==> src/hdl/scmt_pkg.sv <==
// ----------------------------------------------------------------------------
// scmt_pkg
// Shared widths, codes and control types of the swap chunk map translator.
// ----------------------------------------------------------------------------
`default_nettype none

package scmt_pkg;

    // field widths
    localparam int unsigned BLOCK_W = 24;
    localparam int unsigned MIN_W   = 17;
    localparam int unsigned MAX_W   = 21;
    localparam int unsigned EIDX_W  = 5;
    localparam int unsigned CFGI_W  = 2;
    // chunk size stays below twice the largest max_chunk
    localparam int unsigned CHUNK_W = MAX_W + 1;

    // operation codes
    localparam logic OP_LOAD  = 1'b0;
    localparam logic OP_XLATE = 1'b1;

    // result status codes
    localparam logic [1:0] ST_OK   = 2'd0;
    localparam logic [1:0] ST_SEG  = 2'd1;
    localparam logic [1:0] ST_MAP  = 2'd2;
    localparam logic [1:0] ST_SWAP = 2'd3;

    // configuration register indexes
    localparam logic [CFGI_W-1:0] CFG_MIN_CHUNK    = 2'd0;
    localparam logic [CFGI_W-1:0] CFG_MAX_CHUNK    = 2'd1;
    localparam logic [CFGI_W-1:0] CFG_SEGMENT_SIZE = 2'd2;
    localparam logic [CFGI_W-1:0] CFG_SWAP_SIZE    = 2'd3;

    // configuration reset values
    localparam logic [MIN_W-1:0]   RST_MIN_CHUNK    = 17'd32;
    localparam logic [MAX_W-1:0]   RST_MAX_CHUNK    = 21'd1024;
    localparam logic [BLOCK_W-1:0] RST_SEGMENT_SIZE = 24'd0;
    localparam logic [BLOCK_W-1:0] RST_SWAP_SIZE    = 24'd0;

    // controller to datapath
    typedef struct packed {
        logic capture;
        logic seg_chk;
        logic walk_step;
        logic map_err;
        logic rd;
        logic bound;
        logic delta;
        logic out_load;
    } t_cmd;

    // datapath to controller
    typedef struct packed {
        logic is_xlate;
        logic seg_err;
        logic map_end;
        logic walk_done;
        logic swap_err;
        logic out_free;
    } t_sts;

endpackage

`default_nettype wire

==> src/hdl/scmt_ctrl.sv <==
// ----------------------------------------------------------------------------
// scmt_ctrl
// Sequencer for load and translate items: segment check, chunk walk,
// map read, swap bound check, run placement and result hand-off.
// ----------------------------------------------------------------------------
`default_nettype none

module scmt_ctrl (
    input  wire logic          i_clk,
    input  wire logic          i_rst_n,
    input  wire logic          i_in_valid,
    output logic               o_in_stall,
    input  wire scmt_pkg::t_sts i_sts,
    output scmt_pkg::t_cmd     o_cmd
);

    localparam logic [2:0] S_IDLE  = 3'd0;
    localparam logic [2:0] S_SEG   = 3'd1;
    localparam logic [2:0] S_WALK  = 3'd2;
    localparam logic [2:0] S_RD    = 3'd3;
    localparam logic [2:0] S_BOUND = 3'd4;
    localparam logic [2:0] S_DELTA = 3'd5;
    localparam logic [2:0] S_DONE  = 3'd6;

    logic [2:0] r_state;
    logic [2:0] n_state;
    logic       accept;

    assign o_in_stall = (r_state != S_IDLE);
    assign accept     = i_in_valid && (r_state == S_IDLE);

    always_comb begin
        n_state = r_state;
        o_cmd   = '0;
        case (r_state)
            S_IDLE: begin
                if (accept) begin
                    o_cmd.capture = 1'b1;
                    // a translate goes to the segment check right after capture
                    n_state = i_sts.is_xlate ? S_SEG : S_DONE;
                end
            end
            S_SEG: begin
                o_cmd.seg_chk = 1'b1;
                n_state = i_sts.seg_err ? S_DONE : S_WALK;
            end
            S_WALK: begin
                // index limit wins over a finished walk
                if (i_sts.map_end) begin
                    o_cmd.map_err = 1'b1;
                    n_state = S_DONE;
                end else if (i_sts.walk_done) begin
                    n_state = S_RD;
                end else begin
                    o_cmd.walk_step = 1'b1;
                end
            end
            S_RD: begin
                o_cmd.rd = 1'b1;
                n_state = S_BOUND;
            end
            S_BOUND: begin
                o_cmd.bound = 1'b1;
                n_state = i_sts.swap_err ? S_DONE : S_DELTA;
            end
            S_DELTA: begin
                o_cmd.delta = 1'b1;
                n_state = S_DONE;
            end
            S_DONE: begin
                // hold until the output register frees up
                if (i_sts.out_free) begin
                    o_cmd.out_load = 1'b1;
                    n_state = S_IDLE;
                end
            end
            default: begin
                n_state = S_IDLE;
            end
        endcase
    end

    always_ff @(posedge i_clk) begin
        if (!i_rst_n) begin
            r_state <= S_IDLE;
        end else begin
            r_state <= n_state;
        end
    end

    assert property (@(posedge i_clk) disable iff (!i_rst_n)
        accept |=> (r_state != S_IDLE))
        else $error("scmt_ctrl: still idle after accepting an item");

    assert property (@(posedge i_clk) disable iff (!i_rst_n)
        (r_state == S_WALK && !i_sts.map_end && !i_sts.walk_done) |=> (r_state == S_WALK))
        else $error("scmt_ctrl: walk left early");

    assert property (@(posedge i_clk) disable iff (!i_rst_n)
        (r_state == S_DONE && !i_sts.out_free) |=> (r_state == S_DONE))
        else $error("scmt_ctrl: result dropped while output busy");

endmodule

`default_nettype wire

==> src/hdl/scmt_dpath.sv <==
// ----------------------------------------------------------------------------
// scmt_dpath
// Configuration registers, chunk map memory, walk registers and the
// output register of the swap chunk map translator.
// ----------------------------------------------------------------------------
`default_nettype none

module scmt_dpath #(
    parameter int unsigned MAP_ENTRIES = 32
) (
    input  wire logic                                   i_clk,
    input  wire logic                                   i_rst_n,
    // configuration
    input  wire logic                                   i_cfg_wr,
    input  wire logic [scmt_pkg::CFGI_W-1:0]            i_cfg_index,
    input  wire logic [scmt_pkg::BLOCK_W-1:0]           i_cfg_data,
    // input item payload
    input  wire logic                                   i_op,
    input  wire logic [scmt_pkg::EIDX_W-1:0]            i_entry_index,
    input  wire logic [scmt_pkg::BLOCK_W-1:0]           i_entry_block,
    input  wire logic [scmt_pkg::BLOCK_W-1:0]           i_vs_offset,
    input  wire logic [scmt_pkg::BLOCK_W-1:0]           i_request_size,
    input  wire logic                                   i_reverse,
    // control
    input  wire scmt_pkg::t_cmd                         i_cmd,
    output scmt_pkg::t_sts                              o_sts,
    // result
    output logic                                        o_out_valid,
    input  wire logic                                   i_out_stall,
    output logic [scmt_pkg::BLOCK_W-1:0]                o_disk_base,
    output logic [scmt_pkg::BLOCK_W-1:0]                o_run_size,
    output logic [1:0]                                  o_status
);

    localparam int unsigned IDX_W = (MAP_ENTRIES > 1) ? $clog2(MAP_ENTRIES) : 1;
    localparam int unsigned CNT_W = $clog2(MAP_ENTRIES + 1);
    localparam int unsigned BW    = scmt_pkg::BLOCK_W;
    localparam int unsigned CW    = scmt_pkg::CHUNK_W;
    localparam int unsigned EXT_W = scmt_pkg::EIDX_W + 2;

    // configuration
    logic [scmt_pkg::MIN_W-1:0] r_min_chunk;
    logic [scmt_pkg::MAX_W-1:0] r_max_chunk;
    logic [BW-1:0]              r_segment_size;
    logic [BW-1:0]              r_swap_size;

    // item state
    logic                       r_op;
    logic                       r_rev;
    logic [BW-1:0]              r_off;
    logic [BW-1:0]              r_req;
    logic [CW-1:0]              r_blk;
    logic [CNT_W-1:0]           r_idx;
    logic [1:0]                 r_status;
    logic [BW-1:0]              r_rd_data;
    logic [BW-1:0]              r_run;
    logic [BW-1:0]              r_delta;

    // output register
    logic                       r_o_valid;
    logic [BW-1:0]              r_o_base;
    logic [BW-1:0]              r_o_run;
    logic [1:0]                 r_o_status;

    logic [BW-1:0]              map_mem [MAP_ENTRIES];

    logic                       wr_ok;
    logic [IDX_W-1:0]           wr_addr;
    logic [CW-1:0]              first_blk;
    logic [BW:0]                seg_sum;
    logic [BW:0]                swap_sum;
    logic [BW-1:0]              chunk_left;
    logic [BW-1:0]              run_next;
    logic                       res_ok;

    assign wr_ok     = (EXT_W'(i_entry_index) < EXT_W'(MAP_ENTRIES));
    assign wr_addr   = IDX_W'(i_entry_index);
    // a zero min_chunk acts as one
    assign first_blk = (r_min_chunk == '0) ? CW'(1) : CW'(r_min_chunk);
    assign seg_sum   = {1'b0, r_off} + {1'b0, r_req};
    assign swap_sum  = {1'b0, r_rd_data} + (BW + 1)'(r_blk);
    assign chunk_left = BW'(r_blk) - r_off;
    assign run_next  = (r_req < chunk_left) ? r_req : chunk_left;
    assign res_ok    = (r_op == scmt_pkg::OP_XLATE) && (r_status == scmt_pkg::ST_OK);

    assign o_sts.is_xlate  = (i_op == scmt_pkg::OP_XLATE);
    assign o_sts.seg_err   = (seg_sum > {1'b0, r_segment_size});
    assign o_sts.map_end   = (r_idx == CNT_W'(MAP_ENTRIES));
    assign o_sts.walk_done = (r_off < BW'(r_blk));
    assign o_sts.swap_err  = (swap_sum > {1'b0, r_swap_size});
    assign o_sts.out_free  = !r_o_valid || !i_out_stall;

    always_ff @(posedge i_clk) begin
        if (!i_rst_n) begin
            r_min_chunk    <= scmt_pkg::RST_MIN_CHUNK;
            r_max_chunk    <= scmt_pkg::RST_MAX_CHUNK;
            r_segment_size <= scmt_pkg::RST_SEGMENT_SIZE;
            r_swap_size    <= scmt_pkg::RST_SWAP_SIZE;
        end else if (i_cfg_wr) begin
            case (i_cfg_index)
                scmt_pkg::CFG_MIN_CHUNK:    r_min_chunk    <= i_cfg_data[scmt_pkg::MIN_W-1:0];
                scmt_pkg::CFG_MAX_CHUNK:    r_max_chunk    <= i_cfg_data[scmt_pkg::MAX_W-1:0];
                scmt_pkg::CFG_SEGMENT_SIZE: r_segment_size <= i_cfg_data;
                scmt_pkg::CFG_SWAP_SIZE:    r_swap_size    <= i_cfg_data;
                default: begin
                end
            endcase
        end
    end

    // chunk map: one write port, one registered read port
    always_ff @(posedge i_clk) begin
        if (i_cmd.capture && i_op == scmt_pkg::OP_LOAD && wr_ok) begin
            map_mem[wr_addr] <= i_entry_block;
        end
        if (i_cmd.rd) begin
            r_rd_data <= map_mem[r_idx[IDX_W-1:0]];
        end
    end

    always_ff @(posedge i_clk) begin
        if (!i_rst_n) begin
            r_status <= scmt_pkg::ST_OK;
        end else if (i_cmd.capture) begin
            r_status <= scmt_pkg::ST_OK;
        end else if (i_cmd.seg_chk && o_sts.seg_err) begin
            r_status <= scmt_pkg::ST_SEG;
        end else if (i_cmd.map_err) begin
            r_status <= scmt_pkg::ST_MAP;
        end else if (i_cmd.bound && o_sts.swap_err) begin
            r_status <= scmt_pkg::ST_SWAP;
        end
    end

    always_ff @(posedge i_clk) begin
        if (i_cmd.capture) begin
            r_op  <= i_op;
            r_rev <= i_reverse;
            r_off <= i_vs_offset;
            r_req <= i_request_size;
            r_blk <= first_blk;
            r_idx <= '0;
        end else if (i_cmd.walk_step) begin
            // advance one chunk; double until max_chunk is reached
            r_off <= r_off - BW'(r_blk);
            if (r_blk < CW'(r_max_chunk)) begin
                r_blk <= r_blk << 1;
            end
            r_idx <= r_idx + CNT_W'(1);
        end
        if (i_cmd.bound) begin
            r_run <= run_next;
        end
        if (i_cmd.delta) begin
            r_delta <= r_rev ? (BW'(r_blk) - (r_off + r_run)) : r_off;
        end
    end

    always_ff @(posedge i_clk) begin
        if (!i_rst_n) begin
            r_o_valid <= 1'b0;
        end else if (i_cmd.out_load) begin
            r_o_valid <= 1'b1;
        end else if (!i_out_stall) begin
            r_o_valid <= 1'b0;
        end
    end

    always_ff @(posedge i_clk) begin
        if (i_cmd.out_load) begin
            r_o_status <= r_status;
            r_o_base   <= res_ok ? (r_rd_data + r_delta) : '0;
            r_o_run    <= res_ok ? r_run : '0;
        end
    end

    assign o_out_valid = r_o_valid;
    assign o_disk_base = r_o_base;
    assign o_run_size  = r_o_run;
    assign o_status    = r_o_status;

    assert property (@(posedge i_clk) disable iff (!i_rst_n)
        (r_o_valid && r_o_status != scmt_pkg::ST_OK) |-> (r_o_base == '0 && r_o_run == '0))
        else $error("scmt_dpath: error result with nonzero fields");

    assert property (@(posedge i_clk) disable iff (!i_rst_n)
        i_cmd.rd |-> (r_off < BW'(r_blk)))
        else $error("scmt_dpath: map read before the walk settled");

    assert property (@(posedge i_clk) disable iff (!i_rst_n)
        (i_cmd.out_load && res_ok) |=> (r_o_run <= r_req && r_o_run != '0 || r_req == '0))
        else $error("scmt_dpath: run size exceeds request");

    assert property (@(posedge i_clk) disable iff (!i_rst_n)
        (i_cmd.out_load && r_op == scmt_pkg::OP_LOAD) |=>
        (r_o_base == '0 && r_o_run == '0 && r_o_status == scmt_pkg::ST_OK))
        else $error("scmt_dpath: load item result not zero");

endmodule

`default_nettype wire

==> src/hdl/swap_chunk_map_translate_top.sv <==
// ----------------------------------------------------------------------------
// swap_chunk_map_translate_top
// Swap chunk map translator: maps a segment offset and length to the
// largest contiguous physical run on the swap device.
// ----------------------------------------------------------------------------
// Input channel (i_in_valid / o_in_stall): op 0 loads map entry
// i_entry_index with i_entry_block, op 1 translates i_vs_offset and
// i_request_size, with i_reverse placing the run back from the chunk end.
// Every item gives exactly one result on the output channel
// (o_out_valid / i_out_stall): disk base, run size and status.
// One item is in flight at a time. A load goes from accept straight to
// the result. A translate checks the segment and walks the chunks (at
// most MAP_ENTRIES of them): the walk loop subtracts one chunk per
// cycle; then the map memory is read, and the bound check and run
// placement finish the item. Errors end the item early.
// A finished result sits in the output register; the block holds a new
// result until the receiver drops i_out_stall, and accepts the next item
// as soon as the result is registered.
// Configuration writes (i_cfg_valid / o_cfg_ready) are always taken;
// the user must issue them only while the block is idle, as the block
// itself has no check for it. Reset clears the control state and loads
// the register reset values; map entries are undefined until loaded.
// ----------------------------------------------------------------------------
`default_nettype none

module swap_chunk_map_translate_top #(
    parameter int unsigned MAP_ENTRIES = 32
) (
    input  wire logic                               i_clk,
    input  wire logic                               i_rst_n,
    // configuration write channel
    input  wire logic                               i_cfg_valid,
    output logic                                    o_cfg_ready,
    input  wire logic [scmt_pkg::CFGI_W-1:0]        i_cfg_index,
    input  wire logic [scmt_pkg::BLOCK_W-1:0]       i_cfg_data,
    // input item channel
    input  wire logic                               i_in_valid,
    output logic                                    o_in_stall,
    input  wire logic                               i_op,
    input  wire logic [scmt_pkg::EIDX_W-1:0]        i_entry_index,
    input  wire logic [scmt_pkg::BLOCK_W-1:0]       i_entry_block,
    input  wire logic [scmt_pkg::BLOCK_W-1:0]       i_vs_offset,
    input  wire logic [scmt_pkg::BLOCK_W-1:0]       i_request_size,
    input  wire logic                               i_reverse,
    // result channel
    output logic                                    o_out_valid,
    input  wire logic                               i_out_stall,
    output logic [scmt_pkg::BLOCK_W-1:0]            o_disk_base,
    output logic [scmt_pkg::BLOCK_W-1:0]            o_run_size,
    output logic [1:0]                              o_status
);

    scmt_pkg::t_cmd cmd;
    scmt_pkg::t_sts sts;
    logic           cfg_wr;

    assign o_cfg_ready = 1'b1;
    assign cfg_wr      = i_cfg_valid && o_cfg_ready;

    scmt_ctrl u_ctrl (
        .i_clk      (i_clk),
        .i_rst_n    (i_rst_n),
        .i_in_valid (i_in_valid),
        .o_in_stall (o_in_stall),
        .i_sts      (sts),
        .o_cmd      (cmd)
    );

    scmt_dpath #(
        .MAP_ENTRIES (MAP_ENTRIES)
    ) u_dpath (
        .i_clk          (i_clk),
        .i_rst_n        (i_rst_n),
        .i_cfg_wr       (cfg_wr),
        .i_cfg_index    (i_cfg_index),
        .i_cfg_data     (i_cfg_data),
        .i_op           (i_op),
        .i_entry_index  (i_entry_index),
        .i_entry_block  (i_entry_block),
        .i_vs_offset    (i_vs_offset),
        .i_request_size (i_request_size),
        .i_reverse      (i_reverse),
        .i_cmd          (cmd),
        .o_sts          (sts),
        .o_out_valid    (o_out_valid),
        .i_out_stall    (i_out_stall),
        .o_disk_base    (o_disk_base),
        .o_run_size     (o_run_size),
        .o_status       (o_status)
    );

endmodule

`default_nettype wire

==> config.mk <==
export PLATFORM = sky130hd
export DESIGN_NAME = swap_chunk_map_translate_top
export DESIGN_NICKNAME = d
export VERILOG_FILES = /design/src/hdl/scmt_pkg.sv /design/src/hdl/scmt_ctrl.sv /design/src/hdl/scmt_dpath.sv /design/src/hdl/swap_chunk_map_translate_top.sv
export SDC_FILE = /design/constraint.sdc
export NUM_CORES = 2
export LEC_CHECK = 0
export CORE_UTILIZATION = 30
export DETAILED_ROUTE_END_ITERATION = 7
export DONT_BUFFER_PORTS = 1
export MAX_ROUTING_LAYER = met4
export SETUP_SLACK_MARGIN = 0.05
export SYNTH_ARGS = -nofsm -noshare
export SYNTH_HDL_FRONTEND = slang
export SYNTH_SLANG_ARGS = --single-unit
==> constraint.sdc <==
create_clock -name i_clk -period 4.9 [get_ports i_clk]
set_input_delay 0.735 -clock i_clk [delete_from_list [all_inputs] [get_ports i_clk]]
set_output_delay 0.735 -clock i_clk [all_outputs]
set_load 0.01 [all_outputs]
==> impl.org <==
** Drt
- Post-detailed-route wirelength per cell :: 24.40 um
- Wires add up to 138.0 mm.
- 1st-pass router iterations :: 6
- After detailed routing, the number of remaining DRC violations is 0.
- Summing over every cut layer, the via total after detailed routing is 28,830.
- Remaining antenna violation count after routing :: 0
- Ratio of routed vias to standard cells :: 5.096
- DRC violation total after the first TritonRoute iteration :: 2,783

** Die
- In this run the count of I/O pins placed on the die edge is 163.
- The die is 406.5 um tall.
- From left edge to right edge, the die measures 406.5 um.
- Starting utilization of the core area :: 30.19%
- The die covers 165,200 um^2.
- The initialized floorplan defines 148 standard-cell rows.
- After floorplanning, the core was sized to cover 162,600 um^2.

** STA
- Dividing the final minimum period by the clock period gives 95.07%.
- Hold is met by 87.09 ps.
- Total negative slack :: 0 ps
- Based on the critical path, the design can be clocked at up to 214.7 MHz.
- Unrepaired setup endpoints after global routing :: true
- Count of endpoints failing setup in the final report :: 0
- Minimum clock period :: 4659 ps
- Slew Limit Fails :: 0
- Final Hold Violating Endpoints :: 0
- Final worst setup slack :: 241.4 ps
- At the pin with the least slew margin, the transition time is 1271 ps.
- Max Clock Skew :: 56.13 ps
- In this run the tightest slew margin relative to its limit is 15.26%.

** Setup path
- Class of the most critical setup path :: flop to flop
- Destination of the worst register-to-register timing path :: u_ctrl.r_state[2]
- Number of cells on the worst reg-to-reg path :: 22
- In this run the worst setup path terminates at u_ctrl.r_state[2].
- For flop-to-flop paths, the worst setup slack is 240 ps.
- Data required time at the worst endpoint :: 5510 ps
- First element of the critical path :: u_dpath.r_req[0]
- In this run the worst path has a maximum fanout of 3.
- The worst setup path is captured at a flop.
- Arrival time worst endpoint :: 5270 ps
- The worst setup path is launched from a flop.
- Worst reg2reg path startpoint :: u_dpath.r_req[0]

** CTS
- Clock buffer depth :: 3
- CTS placed an instance of sky130_fd_sc_hd__clkbuf_16 at the clock tree root.
- Later-pin clock latency in the skew report :: 740 ps
- H-tree depth :: 3
- CTS saw 1,060 sinks.
- TritonCTS built the clock tree.
- In this run, CTS created clock tree buffers numbering 109.
- CTS clk-pin slew, worst paths :: 70 ps

** Yosys
- Number of distinct library cells after synthesis :: 77
- Main combinational cell family by area after synthesis :: multiplexers
- Counting flops with an async set or reset pin after synthesis yields a share of 0%.
- The most used flip-flop cell after synthesis is sky130_fd_sc_hd__edfxtp_1.
- Area share of the largest cell type after synthesis :: 58.86%
- Post-synth EDFFs :: 962
- Syn Inst Count :: 3,294
- Simple-gate portion of the synthesized area :: 6.361%
- Sorting the synthesized cells by area gives the leading types as sky130_fd_sc_hd__edfxtp_1 (59%), sky130_fd_sc_hd__mux4_2 (11%), sky130_fd_sc_hd__ha_1 (5.9%).
- Area of the mapped netlist :: 49,080 um^2
- During synthesis, Yosys emitted a total of 0 warnings.
- Measured against the total synthesized area, the mux share comes to 11.73%.
- Flip-flop and latch count after synthesis :: 1,060
- Synthesized area divided by synthesized cell count :: 14.90 um^2
- Fraction of the yosys area taken by sequential cells :: 62.86%
- Cell with the most instances after synthesis :: sky130_fd_sc_hd__edfxtp_1
- Area leader, netlist :: sky130_fd_sc_hd__edfxtp_1
- The synthesized netlist devotes 7.016% of its cell area to adder and majority cells.
- XOR/XNOR Fraction of Synth Area :: 2.195%
- Leading post-synthesis cells by instance count :: sky130_fd_sc_hd__edfxtp_1 (962), sky130_fd_sc_hd__nand2_1 (274), sky130_fd_sc_hd__mux4_2 (240), sky130_fd_sc_hd__ha_1 (232), sky130_fd_sc_hd__a21oi_1 (216)
- Syn Nets :: 3,663
- Share of the synthesized area in compound gates (AO/OA/AOI/OAI) :: 7.431%

** GRT
- The first global-routing pass estimated 197.9 mm of wire.
- Number of antenna violations at the first check in global routing :: 7
- GR Overflow Total :: 0
- Global-route usage over all layers :: 17.04%
- Number of global-route vias before repair :: 28,240
- Entering global routing, the biggest net connects 141 pins.

** Job
- Reported max-cap violation count :: 0

** Power and ir drop
- The design draws 37.68 mW.
- In this run the static leakage power is 18.66 nW.
- Power spread over the standard cell area amounts to 670.5 nW/um^2.
- VDD IR-drop max :: 444.1 uV

** Finish
- Final instance area :: 56,200 um^2
- Relative to the synthesized area, the layout overhead comes to 14.51%.
- Once layout is complete, the utilization of the core stands at 34.57%.
- Filler Cells Inserted :: 15,750
- Number of nets in the layout :: 3,754
- Ratio of cells with drive above 1 in the final layout :: 17.68%
- The finished layout holds 5,657 standard cells, fillers aside.

** Placement
- Number of buffers added on ports :: 0
- DP Worst Slack :: 78.32 ps
- Placed Area :: 52,420 um^2
- Detailed-placement wirelength estimate :: 95.76 mm
- The congestion estimate from routability-driven global placement came to 0.8993.
- Placed cells :: 5,438

** Outcome
- Result of the run :: finished clean

** Worst hold path
- Worst hold-check path type :: input pin to flop
==> placed cells by master, fill, tap and decap left out, types with 20 or more instances in the layout <==
cell type,instances
sky130_fd_sc_hd__edfxtp_1,962
sky130_fd_sc_hd__nand2_1,273
sky130_fd_sc_hd__mux4_2,240
sky130_fd_sc_hd__ha_1,231
sky130_fd_sc_hd__a21oi_1,212
sky130_fd_sc_hd__inv_1,174
sky130_fd_sc_hd__nor2_1,148
sky130_fd_sc_hd__o21ai_0,130
sky130_fd_sc_hd__clkbuf_16,110
sky130_fd_sc_hd__buf_4,105
sky130_fd_sc_hd__dfxtp_1,94
sky130_fd_sc_hd__xnor2_1,73
sky130_fd_sc_hd__a21o_1,65
sky130_fd_sc_hd__nand2b_1,53
sky130_fd_sc_hd__xor2_1,48
sky130_fd_sc_hd__nor3_1,32
sky130_fd_sc_hd__nor2_4,32
sky130_fd_sc_hd__nand3_1,31
sky130_fd_sc_hd__fa_1,26
sky130_fd_sc_hd__mux2_2,25
sky130_fd_sc_hd__o21a_1,24
sky130_fd_sc_hd__nor2b_1,23
sky130_fd_sc_hd__clkbuf_1,23
sky130_fd_sc_hd__clkinv_1,21
sky130_fd_sc_hd__nand4_1,20
==> cell families after synthesis <==
group / count (synthesis)
adder cells (fa/ha/maj): 259
flip-flops: 1060
AND/OR/NAND/NOR: 685
multiplexers: 272
other: 1
buffers and inverters: 309
XOR/XNOR: 123
AO/OA/AOI/OAI: 585
==> worst min-delay path by stage <==
| stage | depth (start not counted) | to | slack, ps | start |
|---|---|---|---|---|
| after detailed placement | 2 | u_dpath.r_swap_size[9] | 450 | u_dpath.r_swap_size[9] |
| after CTS | 0 | u_dpath.r_req[2] | 30 | i_request_size[2] |
| after floorplan | 0 | u_dpath.o_status[1] | 430 | u_dpath.r_status[1] |
| after global routing | 0 | u_dpath.r_req[1] | 40 | i_request_size[1] |
| after global placement | 2 | u_dpath.r_max_chunk[7] | 440 | u_dpath.r_max_chunk[7] |
| final | 0 | u_dpath.r_req[2] | 90 | i_request_size[2] |
==> sequential cells by signal, indices dropped and copies added, names as in the netlist, 24 cells and up <==
name	count
u_dpath.r_delta	24
u_dpath.r_req	24
u_dpath.o_run_size	24
u_dpath.r_run	24
u_dpath.r_rd_data	24
u_dpath.r_segment_size	24
u_dpath.r_swap_size	24
u_dpath.r_off	24
u_dpath.o_disk_base	24
u_dpath.map_mem	768
==> critical path, stage by stage, from the launching register on <==
cell                       delay [ps]
sky130_fd_sc_hd__edfxtp_1         440
sky130_fd_sc_hd__ha_2             230
sky130_fd_sc_hd__fa_2             360
sky130_fd_sc_hd__a211o_1          310
sky130_fd_sc_hd__o211ai_1         160
sky130_fd_sc_hd__a31oi_2          180
sky130_fd_sc_hd__a311oi_2         220
sky130_fd_sc_hd__buf_4            170
sky130_fd_sc_hd__inv_1             50
sky130_fd_sc_hd__a21o_1           180
sky130_fd_sc_hd__a21oi_2          140
sky130_fd_sc_hd__xnor2_1          140
sky130_fd_sc_hd__ha_1             270
sky130_fd_sc_hd__nand4_1          100
sky130_fd_sc_hd__nor3_1            80
sky130_fd_sc_hd__and4_1           220
sky130_fd_sc_hd__o211a_1          130
sky130_fd_sc_hd__o41a_1           400
sky130_fd_sc_hd__o21a_1           180
sky130_fd_sc_hd__a311oi_2         180
sky130_fd_sc_hd__buf_4            190
sky130_fd_sc_hd__o311a_1          160
sky130_fd_sc_hd__o22ai_1           60
==> routing by layer <==
metal  GRT usage [%]  up-vias  wire (um)
met5               -        -          0
met4           4.274        0       3478
met3           3.219      183       8735
met2           26.97      967      65830
met1           22.52    14850      59980
li1                -    12820          -
==> area by class of cell <==
type	count	area, um^2	share of cell area [%]
inverters	176	660.6	1.176
clock inverters	63	721.9	1.285
diodes	10	25.02	0.04453
multi-input cells	1925	17410	30.98
flip-flops and latches	1060	30860	54.92
clock buffers	135	2867	5.101
repair buffers	113	930.9	1.656
well taps	2175	2721	4.842
==> what timing repair did <==
| item | 4_1_cts | 5_1_grt |
|---|---|---|
| resized for setup | 2 | 18 |
| pin swaps | 1 | 9 |
| hold buffers | 0 | 0 |
| endpoints found under the setup margin | 1 | 29 |
| setup buffers | 0 | 11 |
==> report_power, final <==
part	internal (mW)	leakage [nW]	switching (mW)
clock	4.75	1.73	3.57
combinational	7.46	7.42	10.1
sequential	11.0	9.50	0.729
total	23.2	18.7	14.4
No activity file was read; power rests on OpenSTA's default activity.
